[config.mk]
export PLATFORM = sky130hd
export DESIGN_NAME = contiguous_memory_allocator_top
export DESIGN_NICKNAME = d
export VERILOG_FILES = /design/src/cma_pkg.sv /design/src/contiguous_memory_allocator_top.sv /design/src/cma_cell.sv /design/src/cma_ctrl.sv
export SDC_FILE = /design/constraint.sdc
export NUM_CORES = 2
export LEC_CHECK = 0
export BUFFER_PORTS_ARGS = -buffer_cell sky130_fd_sc_hd__buf_2
export CORE_ASPECT_RATIO = 1.5
export CORE_MARGIN = 2
export CORE_UTILIZATION = 30
export DETAILED_ROUTE_END_ITERATION = 8
export PLACE_DENSITY = 0.44
export SLEW_MARGIN = 10
export SYNTH_ARGS = -nofsm -noshare
export SYNTH_HDL_FRONTEND = slang
export SYNTH_HIERARCHICAL = 1
export SYNTH_SLANG_ARGS = --single-unit
export TNS_END_PERCENT = 10
[constraint.sdc]
create_clock -name clk -period 49.7 [get_ports clk]
set_input_delay 4.97 -clock clk [delete_from_list [all_inputs] [get_ports clk]]
set_output_delay 4.97 -clock clk [all_outputs]
set_load 0.01 [all_outputs]
[src/cma_pkg.sv]
// ============================================================================
// cma_pkg
// Shared types and constants for the contiguous memory allocator.
// ============================================================================
`default_nettype none

package cma_pkg;

  localparam int MEM_UNITS_DEF = 256;
  localparam int TAG_W         = 5;
  localparam int TAG_MAX       = 26;

  typedef enum logic [1:0] {
    CMD_ALLOC  = 2'd0,
    CMD_FREE   = 2'd1,
    CMD_DEFRAG = 2'd2,
    CMD_CLEAR  = 2'd3
  } cma_cmd_t;

  typedef enum logic [1:0] {
    MODE_NEXT  = 2'd0,
    MODE_BEST  = 2'd1,
    MODE_WORST = 2'd2,
    MODE_NONC  = 2'd3
  } cma_mode_t;

  typedef enum logic [2:0] {
    ST_IDLE,
    ST_SCAN,
    ST_DECIDE,
    ST_WRITE,
    ST_FREE,
    ST_DSCAN,
    ST_DSORT,
    ST_DONE
  } cma_state_t;

  typedef enum logic [1:0] {
    CELL_HOLD,
    CELL_SHIFT,
    CELL_SORT,
    CELL_CLEAR
  } cma_cell_op_t;

  typedef struct packed {
    cma_cell_op_t op;
    logic         phase;
  } cma_ctl_t;

  typedef struct packed {
    logic [1:0] cmd;
    logic [4:0] owner_id;
    logic [8:0] unit_count;
  } cma_in_t;

  typedef struct packed {
    logic       success;
    logic [7:0] start_unit;
    logic [8:0] free_units;
    logic [8:0] moved_units;
  } cma_out_t;

endpackage

`default_nettype wire

[src/contiguous_memory_allocator_top.sv]
// ============================================================================
// contiguous_memory_allocator_top
// Owner-map allocator built as a ring of unit cells plus a sequencer.
// ============================================================================
// Usage: one command beat on in_* (allocate, free owner, defragment, clear)
// gives one result beat on out_* (success, start unit, free units, moved
// units). cfg_we/cfg_wdata set the placement policy; write it while idle.
// The owner map is a ring of MEM_UNITS cells that rotates one unit per cycle
// past the sequencer during the scan, write, free and count passes; per command:
//   allocate   : scan pass then write pass when placed, scan pass alone if no
//                hole fits, no pass if the tag or size is out of range
//   free owner : one pass
//   defragment : count pass, then odd-even exchange pass
//   clear      : no pass; the map is emptied when the command is taken
// The result beat comes in the same cycle that the next command can be taken.
// One command is in flight at a time; in_stall is high while it runs. The
// result sits in an output register, so a new command is taken while the
// previous result is still stalled; its own result then waits until that
// beat is taken. Reset empties the map, sets the free count to MEM_UNITS,
// the pointer and policy to zero.
// ============================================================================
`default_nettype none

module contiguous_memory_allocator_top #(
  parameter int MEM_UNITS = cma_pkg::MEM_UNITS_DEF
) (
  input  wire logic              clk,
  input  wire logic              rst_n,
  input  wire logic              in_valid,
  output logic                   in_stall,
  input  wire cma_pkg::cma_in_t  in_data,
  output logic                   out_valid,
  input  wire logic              out_stall,
  output cma_pkg::cma_out_t      out_data,
  input  wire logic              cfg_we,
  input  wire logic [1:0]        cfg_wdata
);
  import cma_pkg::*;

  logic [TAG_W-1:0] cell_q [MEM_UNITS];
  logic [TAG_W-1:0] tail;
  cma_ctl_t         cell_ctl;

  cma_ctrl #(.MEM_UNITS(MEM_UNITS)) u_ctrl (
    .clk       (clk),
    .rst_n     (rst_n),
    .in_valid  (in_valid),
    .in_stall  (in_stall),
    .in_data   (in_data),
    .out_valid (out_valid),
    .out_stall (out_stall),
    .out_data  (out_data),
    .cfg_we    (cfg_we),
    .cfg_wdata (cfg_wdata),
    .head      (cell_q[0]),
    .tail      (tail),
    .cell_ctl  (cell_ctl)
  );

  for (genvar i = 0; i < MEM_UNITS; i++) begin : g_cell
    logic [TAG_W-1:0] lv, rv;
    // a used tag at the low edge keeps unit 0 from pairing downward
    assign lv = (i == 0) ? TAG_W'(1) : cell_q[(i == 0) ? 0 : i - 1];
    assign rv = (i == MEM_UNITS - 1) ? tail : cell_q[(i == MEM_UNITS - 1) ? i : i + 1];
    cma_cell #(.ODD(1'(i % 2))) u_cell (
      .clk       (clk),
      .rst_n     (rst_n),
      .ctl       (cell_ctl),
      .left_val  (lv),
      .right_val (rv),
      .q         (cell_q[i])
    );
  end

endmodule

`default_nettype wire

[src/cma_cell.sv]
// ============================================================================
// cma_cell
// One owner-map unit: holds, clears, rotates toward the head, or takes part in an
// odd-even exchange that pushes free units toward the high end.
// ============================================================================
`default_nettype none

module cma_cell #(
  parameter bit ODD = 1'b0
) (
  input  wire logic                     clk,
  input  wire logic                     rst_n,
  input  wire cma_pkg::cma_ctl_t        ctl,
  input  wire logic [cma_pkg::TAG_W-1:0] left_val,
  input  wire logic [cma_pkg::TAG_W-1:0] right_val,
  output logic      [cma_pkg::TAG_W-1:0] q
);
  import cma_pkg::*;

  logic [TAG_W-1:0] val_r;
  logic [TAG_W-1:0] val_nxt;
  logic             lower;

  assign lower = (ctl.phase == ODD);

  always_comb begin
    val_nxt = val_r;
    unique case (ctl.op)
      CELL_HOLD:  val_nxt = val_r;
      CELL_SHIFT: val_nxt = right_val;
      CELL_CLEAR: val_nxt = '0;
      CELL_SORT: begin
        // pair exchanges only a free unit with a used one, so order of tags holds
        if (lower) begin
          if (val_r == '0 && right_val != '0) val_nxt = right_val;
        end else begin
          if (left_val == '0 && val_r != '0) val_nxt = '0;
        end
      end
      default: val_nxt = val_r;
    endcase
  end

  always_ff @(posedge clk) begin
    if (!rst_n) begin
      val_r <= '0;
    end else begin
      val_r <= val_nxt;
    end
  end

  assign q = val_r;

endmodule

`default_nettype wire

[src/cma_ctrl.sv]
// ============================================================================
// cma_ctrl
// Command sequencer: watches the head of the cell ring, steers the ring and
// keeps free count, next-fit pointer, policy register and result register.
// ============================================================================
`default_nettype none

module cma_ctrl #(
  parameter int MEM_UNITS = cma_pkg::MEM_UNITS_DEF
) (
  input  wire logic                      clk,
  input  wire logic                      rst_n,
  input  wire logic                      in_valid,
  output logic                           in_stall,
  input  wire cma_pkg::cma_in_t          in_data,
  output logic                           out_valid,
  input  wire logic                      out_stall,
  output cma_pkg::cma_out_t              out_data,
  input  wire logic                      cfg_we,
  input  wire logic [1:0]                cfg_wdata,
  input  wire logic [cma_pkg::TAG_W-1:0] head,
  output logic      [cma_pkg::TAG_W-1:0] tail,
  output cma_pkg::cma_ctl_t              cell_ctl
);
  import cma_pkg::*;

  localparam int AW = $clog2(MEM_UNITS);
  localparam int CW = $clog2(MEM_UNITS + 1);
  localparam int SW = (CW > 9) ? CW : 9;

  cma_state_t       state_r, state_nxt;
  cma_mode_t        mode_r;
  cma_cmd_t         cmd_r;
  logic [TAG_W-1:0] tag_r;
  logic [SW-1:0]    size_r;
  logic [AW-1:0]    addr_r;
  logic [CW-1:0]    free_count_r;
  logic [AW-1:0]    np_r;
  logic             ok_r;
  logic [AW-1:0]    start_r;
  logic [SW-1:0]    moved_r;
  logic [SW-1:0]    left_r;
  logic             out_valid_r;
  cma_out_t         out_data_r;

  // hole tracking during the allocate scan
  logic             in_hole_r, np_act_r;
  logic [AW-1:0]    hole_start_r;
  logic [SW-1:0]    hole_len_r, np_len_r;
  logic             found_a_r, found_b_r, found_r, ff_found_r;
  logic [AW-1:0]    start_a_r, start_b_r, best_start_r, ff_r;
  logic [SW-1:0]    best_len_r;
  logic             seen_zero_r;

  logic             accept, last, free_u, tag_ok, size_ok, tag_hit, wr_hit;
  logic [SW-1:0]    len_now, nplen_now, ev_len, ev_nplen;
  logic [AW-1:0]    start_now, ev_start;
  logic             npa_now, ev_npact, ev, fit_s, fit_n, better;

  assign accept  = in_valid && !in_stall;
  assign in_stall = (state_r != ST_IDLE);
  assign last    = (addr_r == AW'(MEM_UNITS - 1));
  assign free_u  = (head == '0);
  assign tag_ok  = (in_data.owner_id != '0) && (in_data.owner_id <= TAG_W'(TAG_MAX));
  assign size_ok = (in_data.unit_count != '0) &&
                   (SW'(in_data.unit_count) <= SW'(MEM_UNITS));
  assign tag_hit = (tag_r != '0) && (tag_r <= TAG_W'(TAG_MAX)) && (head == tag_r);
  assign wr_hit  = (left_r != '0) && ((mode_r == MODE_NONC) ? free_u : (addr_r >= start_r));

  // hole evaluation, closing either at a used unit or at the map end
  always_comb begin
    len_now   = in_hole_r ? hole_len_r + SW'(1) : SW'(1);
    start_now = in_hole_r ? hole_start_r : addr_r;
    npa_now   = free_u && ((addr_r == np_r) || np_act_r);
    nplen_now = np_act_r ? np_len_r + SW'(1) : SW'(1);
    ev        = (in_hole_r && !free_u) || (free_u && last);
    ev_len    = free_u ? len_now : hole_len_r;
    ev_start  = free_u ? start_now : hole_start_r;
    ev_npact  = free_u ? npa_now : np_act_r;
    ev_nplen  = free_u ? nplen_now : np_len_r;
    fit_s     = ev && (ev_len >= size_r);
    fit_n     = ev && ev_npact && (ev_start < np_r) && (ev_nplen >= size_r);
    better    = !found_r || ((mode_r == MODE_BEST) && (ev_len < best_len_r)) ||
                ((mode_r == MODE_WORST) && (ev_len > best_len_r));
  end

  // next state
  always_comb begin
    state_nxt = state_r;
    unique case (state_r)
      ST_IDLE: begin
        if (accept) begin
          unique case (cma_cmd_t'(in_data.cmd))
            CMD_ALLOC:  state_nxt = (tag_ok && size_ok) ? ST_SCAN : ST_DONE;
            CMD_FREE:   state_nxt = ST_FREE;
            CMD_DEFRAG: state_nxt = ST_DSCAN;
            CMD_CLEAR:  state_nxt = ST_DONE;
            default:    state_nxt = ST_DONE;
          endcase
        end
      end
      ST_SCAN:   if (last) state_nxt = ST_DECIDE;
      ST_DECIDE: begin
        priority if (mode_r == MODE_NONC)
          state_nxt = (SW'(free_count_r) >= size_r) ? ST_WRITE : ST_DONE;
        else if (mode_r == MODE_NEXT)
          state_nxt = (found_a_r || found_b_r) ? ST_WRITE : ST_DONE;
        else
          state_nxt = found_r ? ST_WRITE : ST_DONE;
      end
      ST_WRITE:  if (last) state_nxt = ST_DONE;
      ST_FREE:   if (last) state_nxt = ST_DONE;
      ST_DSCAN:  if (last) state_nxt = ST_DSORT;
      ST_DSORT:  if (last) state_nxt = ST_DONE;
      ST_DONE:   if (!out_valid_r || !out_stall) state_nxt = ST_IDLE;
      default:   state_nxt = ST_IDLE;
    endcase
  end

  // ring control
  always_comb begin
    cell_ctl.op    = CELL_HOLD;
    cell_ctl.phase = addr_r[0];
    tail           = head;
    unique case (state_r)
      ST_SCAN, ST_DSCAN: cell_ctl.op = CELL_SHIFT;
      ST_WRITE: begin
        cell_ctl.op = CELL_SHIFT;
        if (wr_hit) tail = tag_r;
      end
      ST_FREE: begin
        cell_ctl.op = CELL_SHIFT;
        if (tag_hit) tail = '0;
      end
      ST_DSORT: begin
        cell_ctl.op = CELL_SORT;
        tail        = '0;
      end
      ST_IDLE: begin
        if (accept && cma_cmd_t'(in_data.cmd) == CMD_CLEAR) cell_ctl.op = CELL_CLEAR;
      end
      default: cell_ctl.op = CELL_HOLD;
    endcase
  end

  always_ff @(posedge clk) begin
    if (!rst_n) begin
      state_r      <= ST_IDLE;
      mode_r       <= MODE_NEXT;
      free_count_r <= CW'(MEM_UNITS);
      np_r         <= '0;
      addr_r       <= '0;
      out_valid_r  <= 1'b0;
    end else begin
      state_r <= state_nxt;
      if (cfg_we) mode_r <= cma_mode_t'(cfg_wdata);
      if (state_r == ST_SCAN || state_r == ST_WRITE || state_r == ST_FREE ||
          state_r == ST_DSCAN || state_r == ST_DSORT) begin
        addr_r <= last ? '0 : addr_r + AW'(1);
      end
      if (accept && cma_cmd_t'(in_data.cmd) == CMD_CLEAR) begin
        free_count_r <= CW'(MEM_UNITS);
        np_r         <= '0;
      end
      if (state_r == ST_FREE && tag_hit) free_count_r <= free_count_r + CW'(1);
      if (state_r == ST_WRITE && last) begin
        free_count_r <= free_count_r - CW'(size_r);
        if (mode_r != MODE_NONC)
          np_r <= ((SW'(start_r) + size_r) == SW'(MEM_UNITS)) ? '0 :
                  AW'(SW'(start_r) + size_r);
      end
      if (state_r == ST_DONE && (!out_valid_r || !out_stall)) begin
        out_valid_r <= 1'b1;
      end else if (!out_stall) begin
        out_valid_r <= 1'b0;
      end
    end
  end

  // datapath
  always_ff @(posedge clk) begin
    if (accept) begin
      cmd_r        <= cma_cmd_t'(in_data.cmd);
      tag_r        <= in_data.owner_id;
      size_r       <= SW'(in_data.unit_count);
      ok_r         <= !(cma_cmd_t'(in_data.cmd) == CMD_ALLOC);
      start_r      <= '0;
      moved_r      <= '0;
      in_hole_r    <= 1'b0;
      np_act_r     <= 1'b0;
      hole_len_r   <= '0;
      np_len_r     <= '0;
      hole_start_r <= '0;
      found_a_r    <= 1'b0;
      found_b_r    <= 1'b0;
      found_r      <= 1'b0;
      ff_found_r   <= 1'b0;
      seen_zero_r  <= 1'b0;
    end
    if (state_r == ST_SCAN) begin
      in_hole_r    <= free_u;
      hole_len_r   <= free_u ? len_now : '0;
      hole_start_r <= start_now;
      np_act_r     <= npa_now;
      np_len_r     <= npa_now ? nplen_now : '0;
      if (free_u && !ff_found_r) begin
        ff_found_r <= 1'b1;
        ff_r       <= addr_r;
      end
      if (fit_s) begin
        if (ev_start >= np_r) begin
          if (!found_a_r) begin
            found_a_r <= 1'b1;
            start_a_r <= ev_start;
          end
        end else if (!found_b_r) begin
          found_b_r <= 1'b1;
          start_b_r <= ev_start;
        end
        if (better) begin
          found_r      <= 1'b1;
          best_start_r <= ev_start;
          best_len_r   <= ev_len;
        end
      end
      // the pointer itself opens a candidate inside its hole
      if (fit_n && !found_a_r) begin
        found_a_r <= 1'b1;
        start_a_r <= np_r;
      end
    end
    if (state_r == ST_DECIDE) begin
      left_r <= size_r;
      priority if (mode_r == MODE_NONC) begin
        ok_r    <= (SW'(free_count_r) >= size_r);
        start_r <= (SW'(free_count_r) >= size_r) ? ff_r : '0;
      end else if (mode_r == MODE_NEXT) begin
        ok_r    <= found_a_r || found_b_r;
        start_r <= found_a_r ? start_a_r : (found_b_r ? start_b_r : '0);
      end else begin
        ok_r    <= found_r;
        start_r <= found_r ? best_start_r : '0;
      end
    end
    if (state_r == ST_WRITE && wr_hit) left_r <= left_r - SW'(1);
    if (state_r == ST_DSCAN) begin
      // a used unit behind any free unit belongs to a run that slides down
      if (free_u) seen_zero_r <= 1'b1;
      else if (seen_zero_r) moved_r <= moved_r + SW'(1);
    end
    if (state_r == ST_DONE && (!out_valid_r || !out_stall)) begin
      out_data_r.success     <= ok_r;
      out_data_r.start_unit  <= 8'(start_r);
      out_data_r.free_units  <= 9'(free_count_r);
      out_data_r.moved_units <= 9'(moved_r);
    end
  end

  assign out_valid = out_valid_r;
  assign out_data  = out_data_r;

  a_busy_stalls: assert property (@(posedge clk) disable iff (!rst_n)
    (state_r != ST_IDLE) |-> in_stall)
    else $error("input taken while busy");
  a_free_bound: assert property (@(posedge clk) disable iff (!rst_n)
    SW'(free_count_r) <= SW'(MEM_UNITS))
    else $error("free count above map size");
  a_fail_no_move: assert property (@(posedge clk) disable iff (!rst_n)
    (out_valid_r && !out_data_r.success) |-> (out_data_r.moved_units == '0 &&
     out_data_r.start_unit == '0))
    else $error("failed allocate reports data");
  a_write_alloc: assert property (@(posedge clk) disable iff (!rst_n)
    (state_r == ST_WRITE) |-> (cmd_r == CMD_ALLOC && ok_r))
    else $error("write pass without placement");

endmodule

`default_nettype wire
Word-level counts from Yosys, hierarchy flattened
Cells that the tools add are included.
{"block": "totals", "word_cells": 2793, "register_bits": 1453, "in_bits": 23, "out_inout_bits": 29}
{"block": "classes", "n_bitwise": 3, "eq_ne": 286, "n_reduce_logical": 1087, "magnitude_cmp": 11, "muxes": 1111, "addsub": 8}
{"cell": "5-bit case mux with 3 select lines", "n": 257}
{"cell": "5-bit 2-to-1 mux", "n": 769}
{"cell": "5-bit nonzero test", "n": 258}
{"cell": "5-bit logical NOT", "n": 256}
{"cell": "3-bit AND reduction", "n": 257}
{"cell": "3-bit by 2-bit != test with 1-bit output (second input constant)", "n": 256}
{"cell": "1-bit logical AND", "n": 279}
{"cell": "9-bit 2-to-1 mux", "n": 18}
{"cell": "8-bit 2-to-1 mux", "n": 20}
{"cell": "9-bit by 1-bit adder with 9-bit output (second input constant)", "n": 4}
{"cell": "3-bit 2-to-1 mux", "n": 11}
{"cell": "1-bit 2-to-1 mux", "n": 32}
{"cell": "9-bit >= comparator", "n": 3}
{"cell": "3-bit case mux with 6 select lines", "n": 1}
{"cell": "9-bit nonzero test", "n": 2}
{"cell": "8-bit >= comparator", "n": 2}
{"cell": "2-bit equality test (second input constant)", "n": 6}
{"cell": "3-bit equality test (second input constant)", "n": 4}
{"cell": "2-bit by 1-bit != test with 1-bit output (second input constant)", "n": 6}
{"cell": "3-bit case mux with 4 select lines", "n": 1}
{"cell": "5-bit less-or-equal comparator (second input constant)", "n": 2}
{"cell": "1-bit logical OR", "n": 10}
{"cell": "2-bit nonzero test", "n": 5}
{"cell": "8-bit by 9-bit adder with 9-bit output", "n": 1}
{"cell": "other kinds (27)", "n": 46}

Longest topological paths before layout
{"block": "logic_depth", "word_depth": 10, "mapped_depth": 15, "mapped_depth_nobuf": 14}

Cells and area by module
The synthesis kept the hierarchy.
{"module": "cma_cell (g_cell[101].u_cell ...)", "seq_area_each_um2": 100.1, "area_each_um2": 277.8, "n_inst": 128, "cells_per_inst": 31}
{"module": "cma_cell (g_cell[0].u_cell ...)", "seq_area_each_um2": 100.1, "area_each_um2": 276.5, "n_inst": 128, "cells_per_inst": 32}
{"module": "cma_ctrl", "seq_area_each_um2": 4744.6, "area_each_um2": 9880.7, "n_inst": 1, "cells_per_inst": 956}
{"module": "contiguous_memory_allocator_top", "seq_area_each_um2": 0.0, "area_each_um2": 7.5, "n_inst": 1, "cells_per_inst": 2}

Least setup slack after synthesis
OpenSTA, ideal clock, no wires.
{"block": "synth_timing", "path_type": "register -> register", "from": "reg u_ctrl.state_r[1]", "to": "reg g_cell[0].u_cell.val_r[0]", "setup_ns": 0.274, "synth_period_minus_slack_ns": 50.337, "required_ns": 49.426, "path_buffers": 1, "arrival_time_ns": 50.063, "path_slack_ns": -0.637, "path_stages_with_launch": 8, "cell_sequence": "dfxtp_1 > clkbuf_1 > and2_1 > o21ai_0 > o21ai_0 > and2_1 > nand2_1 > mux2i_1"}
{"item": "start, declared", "line": "cma_ctrl.sv:31", "source": "cma_state_t state_r, state_nxt;"}
{"item": "start signal, assigned", "line": "cma_ctrl.sv:155", "source": "state_r <= state_nxt;"}
{"item": "end signal, assigned", "line": "cma_cell.sv:48", "source": "val_r <= val_nxt;"}
{"item": "end, declared", "line": "cma_cell.sv:20", "source": "logic [TAG_W-1:0] val_r;"}

==> results.py <==
metrics = {
    "logic_synthesis": {
        "synth_warnings": 6,
        "seq_area_frac_synth_pct": 37.6,
        "syn_inst": 9022,
        "yosysMostFrequentCell": "nand2_1",
        "synth_top_area_share_pct": 32.8,
        "synth_edf_count": 128,
        "synthArstFlopShare_pct": 0,
        "netlist_area_mm2": 0.0808,
        "synth_area_leaders": "dfxtp_1 33%, mux2i_1 16%, nand2_1 13%",
        "ys.flop_type": "dfxtp_1",
        "ys_types": 77,
        "yosys-top-cells-count": "2778 x nand2_1, 1325 x dfxtp_1, 1305 x mux2i_1, 466 x nor2_1, 264 x or3_1",
        "ys_ff_latch": 1453,
        "avgSynthCellArea_um2": 8.96,
        "synth.largest_area_cell": "dfxtp_1",
    },
    "timing": {
        "min_period_over_period_pct": 21.0,
        "fin_setup_tns_ps": 0,
        "rsz0062_at_grt": "no",
        "tightest_slew_ps": 1120,
        "finalMaxSlewViolations": 0,
        "hold_viol_final": 0,
        "period_needed_ps": 10430,
        "setup_viol": 0,
        "timing.final.ws_setup_ps": 39270,
        "holdWs_ps": 448,
        "fmaxAchievable_mhz": 95.9,
        "slew-limit-headroom_pct": 24.9,
        "clock_skew_ps": 62.9,
    },
    "floorplan": {
        "start_util_pct": 30.1,
        "die_x_um": 428,
        "dieArea_mm2": 0.274,
        "io_pins": 52,
        "dieHeight_um": 640,
        "rows": 233,
        "core_area_mm2": 0.268,
    },
    "power_and_ir_drop": {
        "p_switching_mw": 0.980,
        "clkPwrFrac_pct": 40.2,
        "p_int_mw": 2.23,
        "power.leakage_nw": 38.2,
        "ir_worst_vdd_mv": 0.0269,
        "p_sw_share_pct": 30.5,
        "powerDensity_mw_per_mm2": 35.1,
        "finalPower_mw": 3.21,
        "sequentialPowerShare_pct": 37.8,
        "comb_power_share_pct": 22.0,
    },
    "critical_path": {
        "critical_path_class": "in -> reg",
        "ff2ff_setup_slack_ps": 42780,
        "end_kind": "register",
        "r2r-end": "g_cell[123].u_cell/q[1]$_SDFFE_PN0P_",
        "r2r_start": "u_ctrl/state_r[0]$_SDFFE_PN0P_",
        "cp_max_fo": 85,
        "cp.required_ps": 50370,
        "cp.arrival_ps": 11100,
        "r2r_cells": 12,
        "start_kind": "primary input",
        "endpoint": "g_cell[123].u_cell/q[1]$_SDFFE_PN0P_",
        "crit_start": "in_valid",
    },
    "grt": {
        "grt_pass1_wl_mm": 349,
        "grt_max_degree": 199,
        "grt_use_total_pct": 14.8,
        "grt_pass1_vias": 67914,
        "gr-total-overflow": 0,
        "antenna_found_initial": 1,
    },
    "place": {
        "routabilityCongestion": 0.769,
        "pre_cts_slack_ps": 38460,
        "numPortBuffers": 51,
        "dp_hpwl_mm": 134,
        "dp.cells": 12624,
    },
    "clock_tree": {
        "postCtsResizedCells": 0,
        "clock_latency_ps": 850,
        "cts_buffers": 175,
        "cts_tree": "done",
        "clock_path_buffers": 4,
        "hold_buffers": 0,
        "root_buffer": "clkbuf_16",
        "cts_num_sinks": 1453,
        "htree_levels": 4,
        "post_cts_buffers": 0,
        "clk_pin_slew_ps": 60,
    },
    "cells_and_area": {
        "area_growth_pct": 13.3,
        "layoutNonFillerInstCount": 12925,
        "nNetsFinal": 9367,
        "drive_gt1_share_pct": 12.6,
    },
    "drt": {
        "vias_per_cell": 5.05,
        "via_count": 65294,
        "post_drt_wl_per_cell_um": 16.0,
        "drcViolationCount": 0,
        "ant_nets": 0,
        "dr.pass1.iters": 5,
        "wl_mm": 207,
        "first_iter_violations": 3173,
    },
    "min_path": {
        "worstHoldPathType": "reg -> reg",
    },
    "flow_run": {
        "cap_violations": 0,
    },
    "status": {
        "status": "complete, no violations",
    },
}
## area by class of cell
class | instances | area [um2]
Tap cell | 3525 | 4410
Antenna cell | 1 | 2.50
Clock inverter | 41 | 468
Clock buffer | 259 | 5200
Timing Repair Buffer | 109 | 788
Fill cell | 27630 | 177000
Sequential cell | 1453 | 30400
Inverter | 53 | 199
Multi-Input combinational cell | 7484 | 50200
## registers in the layout, summed over array words and instances (netlist names), 5 cells and up
name / flops
g_cell.u_cell/q: 1280
u_ctrl/out_data: 27
u_ctrl/best_len_r: 9
u_ctrl/free_count_r: 9
u_ctrl/hole_len_r: 9
u_ctrl/left_r: 9
u_ctrl/moved_r: 9
u_ctrl/np_len_r: 9
u_ctrl/size_r: 9
u_ctrl/addr_r: 8
u_ctrl/best_start_r: 8
u_ctrl/ff_r: 8
u_ctrl/hole_start_r: 8
u_ctrl/np_r: 8
u_ctrl/start_a_r: 8
u_ctrl/start_b_r: 8
u_ctrl/start_r: 8
u_ctrl/tag_r: 5
## worst min path at each step
stage / from / end / cells past startpoint
2_1_floorplan: u_ctrl/ok_r$_DFFE_PP_ / u_ctrl/out_data[26]$_DFFE_PP_ / 0
3_3_place_gp: u_ctrl/ok_r$_DFFE_PP_ / u_ctrl/out_data[26]$_DFFE_PP_ / 0
3_5_place_dp: u_ctrl/ok_r$_DFFE_PP_ / u_ctrl/out_data[26]$_DFFE_PP_ / 0
4_1_cts: u_ctrl/ok_r$_DFFE_PP_ / u_ctrl/out_data[26]$_DFFE_PP_ / 0
5_1_grt: u_ctrl/ok_r$_DFFE_PP_ / u_ctrl/out_data[26]$_DFFE_PP_ / 0
6_report: u_ctrl/ok_r$_DFFE_PP_ / u_ctrl/out_data[26]$_DFFE_PP_ / 0
## layout by cell type, fill, tap and decap left out, drive strengths merged, types with 11 or more instances in the layout
cell	count
nand2	2778
dfxtp	1325
mux2i	1305
nor2	468
a211oi	402
nor3	273
or3	264
clkbuf	259
o21ai	178
nand2b	147
nor4	138
or2	137
and2	136
or4	131
nand3b	130
o311a	130
nor3b	130
o211a	130
a21boi	129
and4b	128
edfxtp	128
buf	109
ha	66
inv	55
a21oi	50
nand3	30
xor2	30
clkinv	26
a221oi	18
a21o	17
mux2	15
nand4	14
xnor2	13
and3	12
o31ai	12
nor2b	11
## power groups by stage
stage | clock (mW) | combinational (mW) | sequential (mW)
after global placement | 0 | 0.710 | 1.24
after detailed placement | 0 | 0.716 | 1.24
final | 1.29 | 0.707 | 1.22
after floorplan | 0 | 0.965 | 1.23
after global routing | 1.39 | 0.764 | 1.22
after CTS | 1.35 | 0.718 | 1.22
## per-stage QoR
stage | area (um2) | util [%]
2_1_floorplan | 80800 | -
3_3_place_gp | 85900 | 32.0
3_5_place_dp | 85900 | 32.0
4_1_cts | 91600 | 34.1
5_1_grt | 91600 | 34.1
6_report | 91600 | 34.1
## metal layers
layer	vias up	track usage [%]	part of all wire [%]
met5	-	0	0
met4	0	3.95	2.1
met3	304	1.83	2.6
met2	626	28.7	53
met1	31305	16.7	43
li1	33059	-	-
## critical path: stages
cell and delay [ps]:
buf_2 120, nand3b_1 420, inv_1 710, nand3_1 620, nand2_4 910, buf_4 870, buf_4 830, buf_4 730
nor3b_1 260, o211a_1 220, a211oi_4 80, mux2i_1 170
## logic make-up after synthesis
kind of cell | share of synthesized area, %
xor+xnor | 0.466
other cells | 0.00929
fa+ha+maj | 1.07
simple gates | 29.9
compound gates | 14.2
mux | 16.4
flops | 37.6
buf+inv | 0.438
No activity file was read; power rests on OpenSTA's default activity.
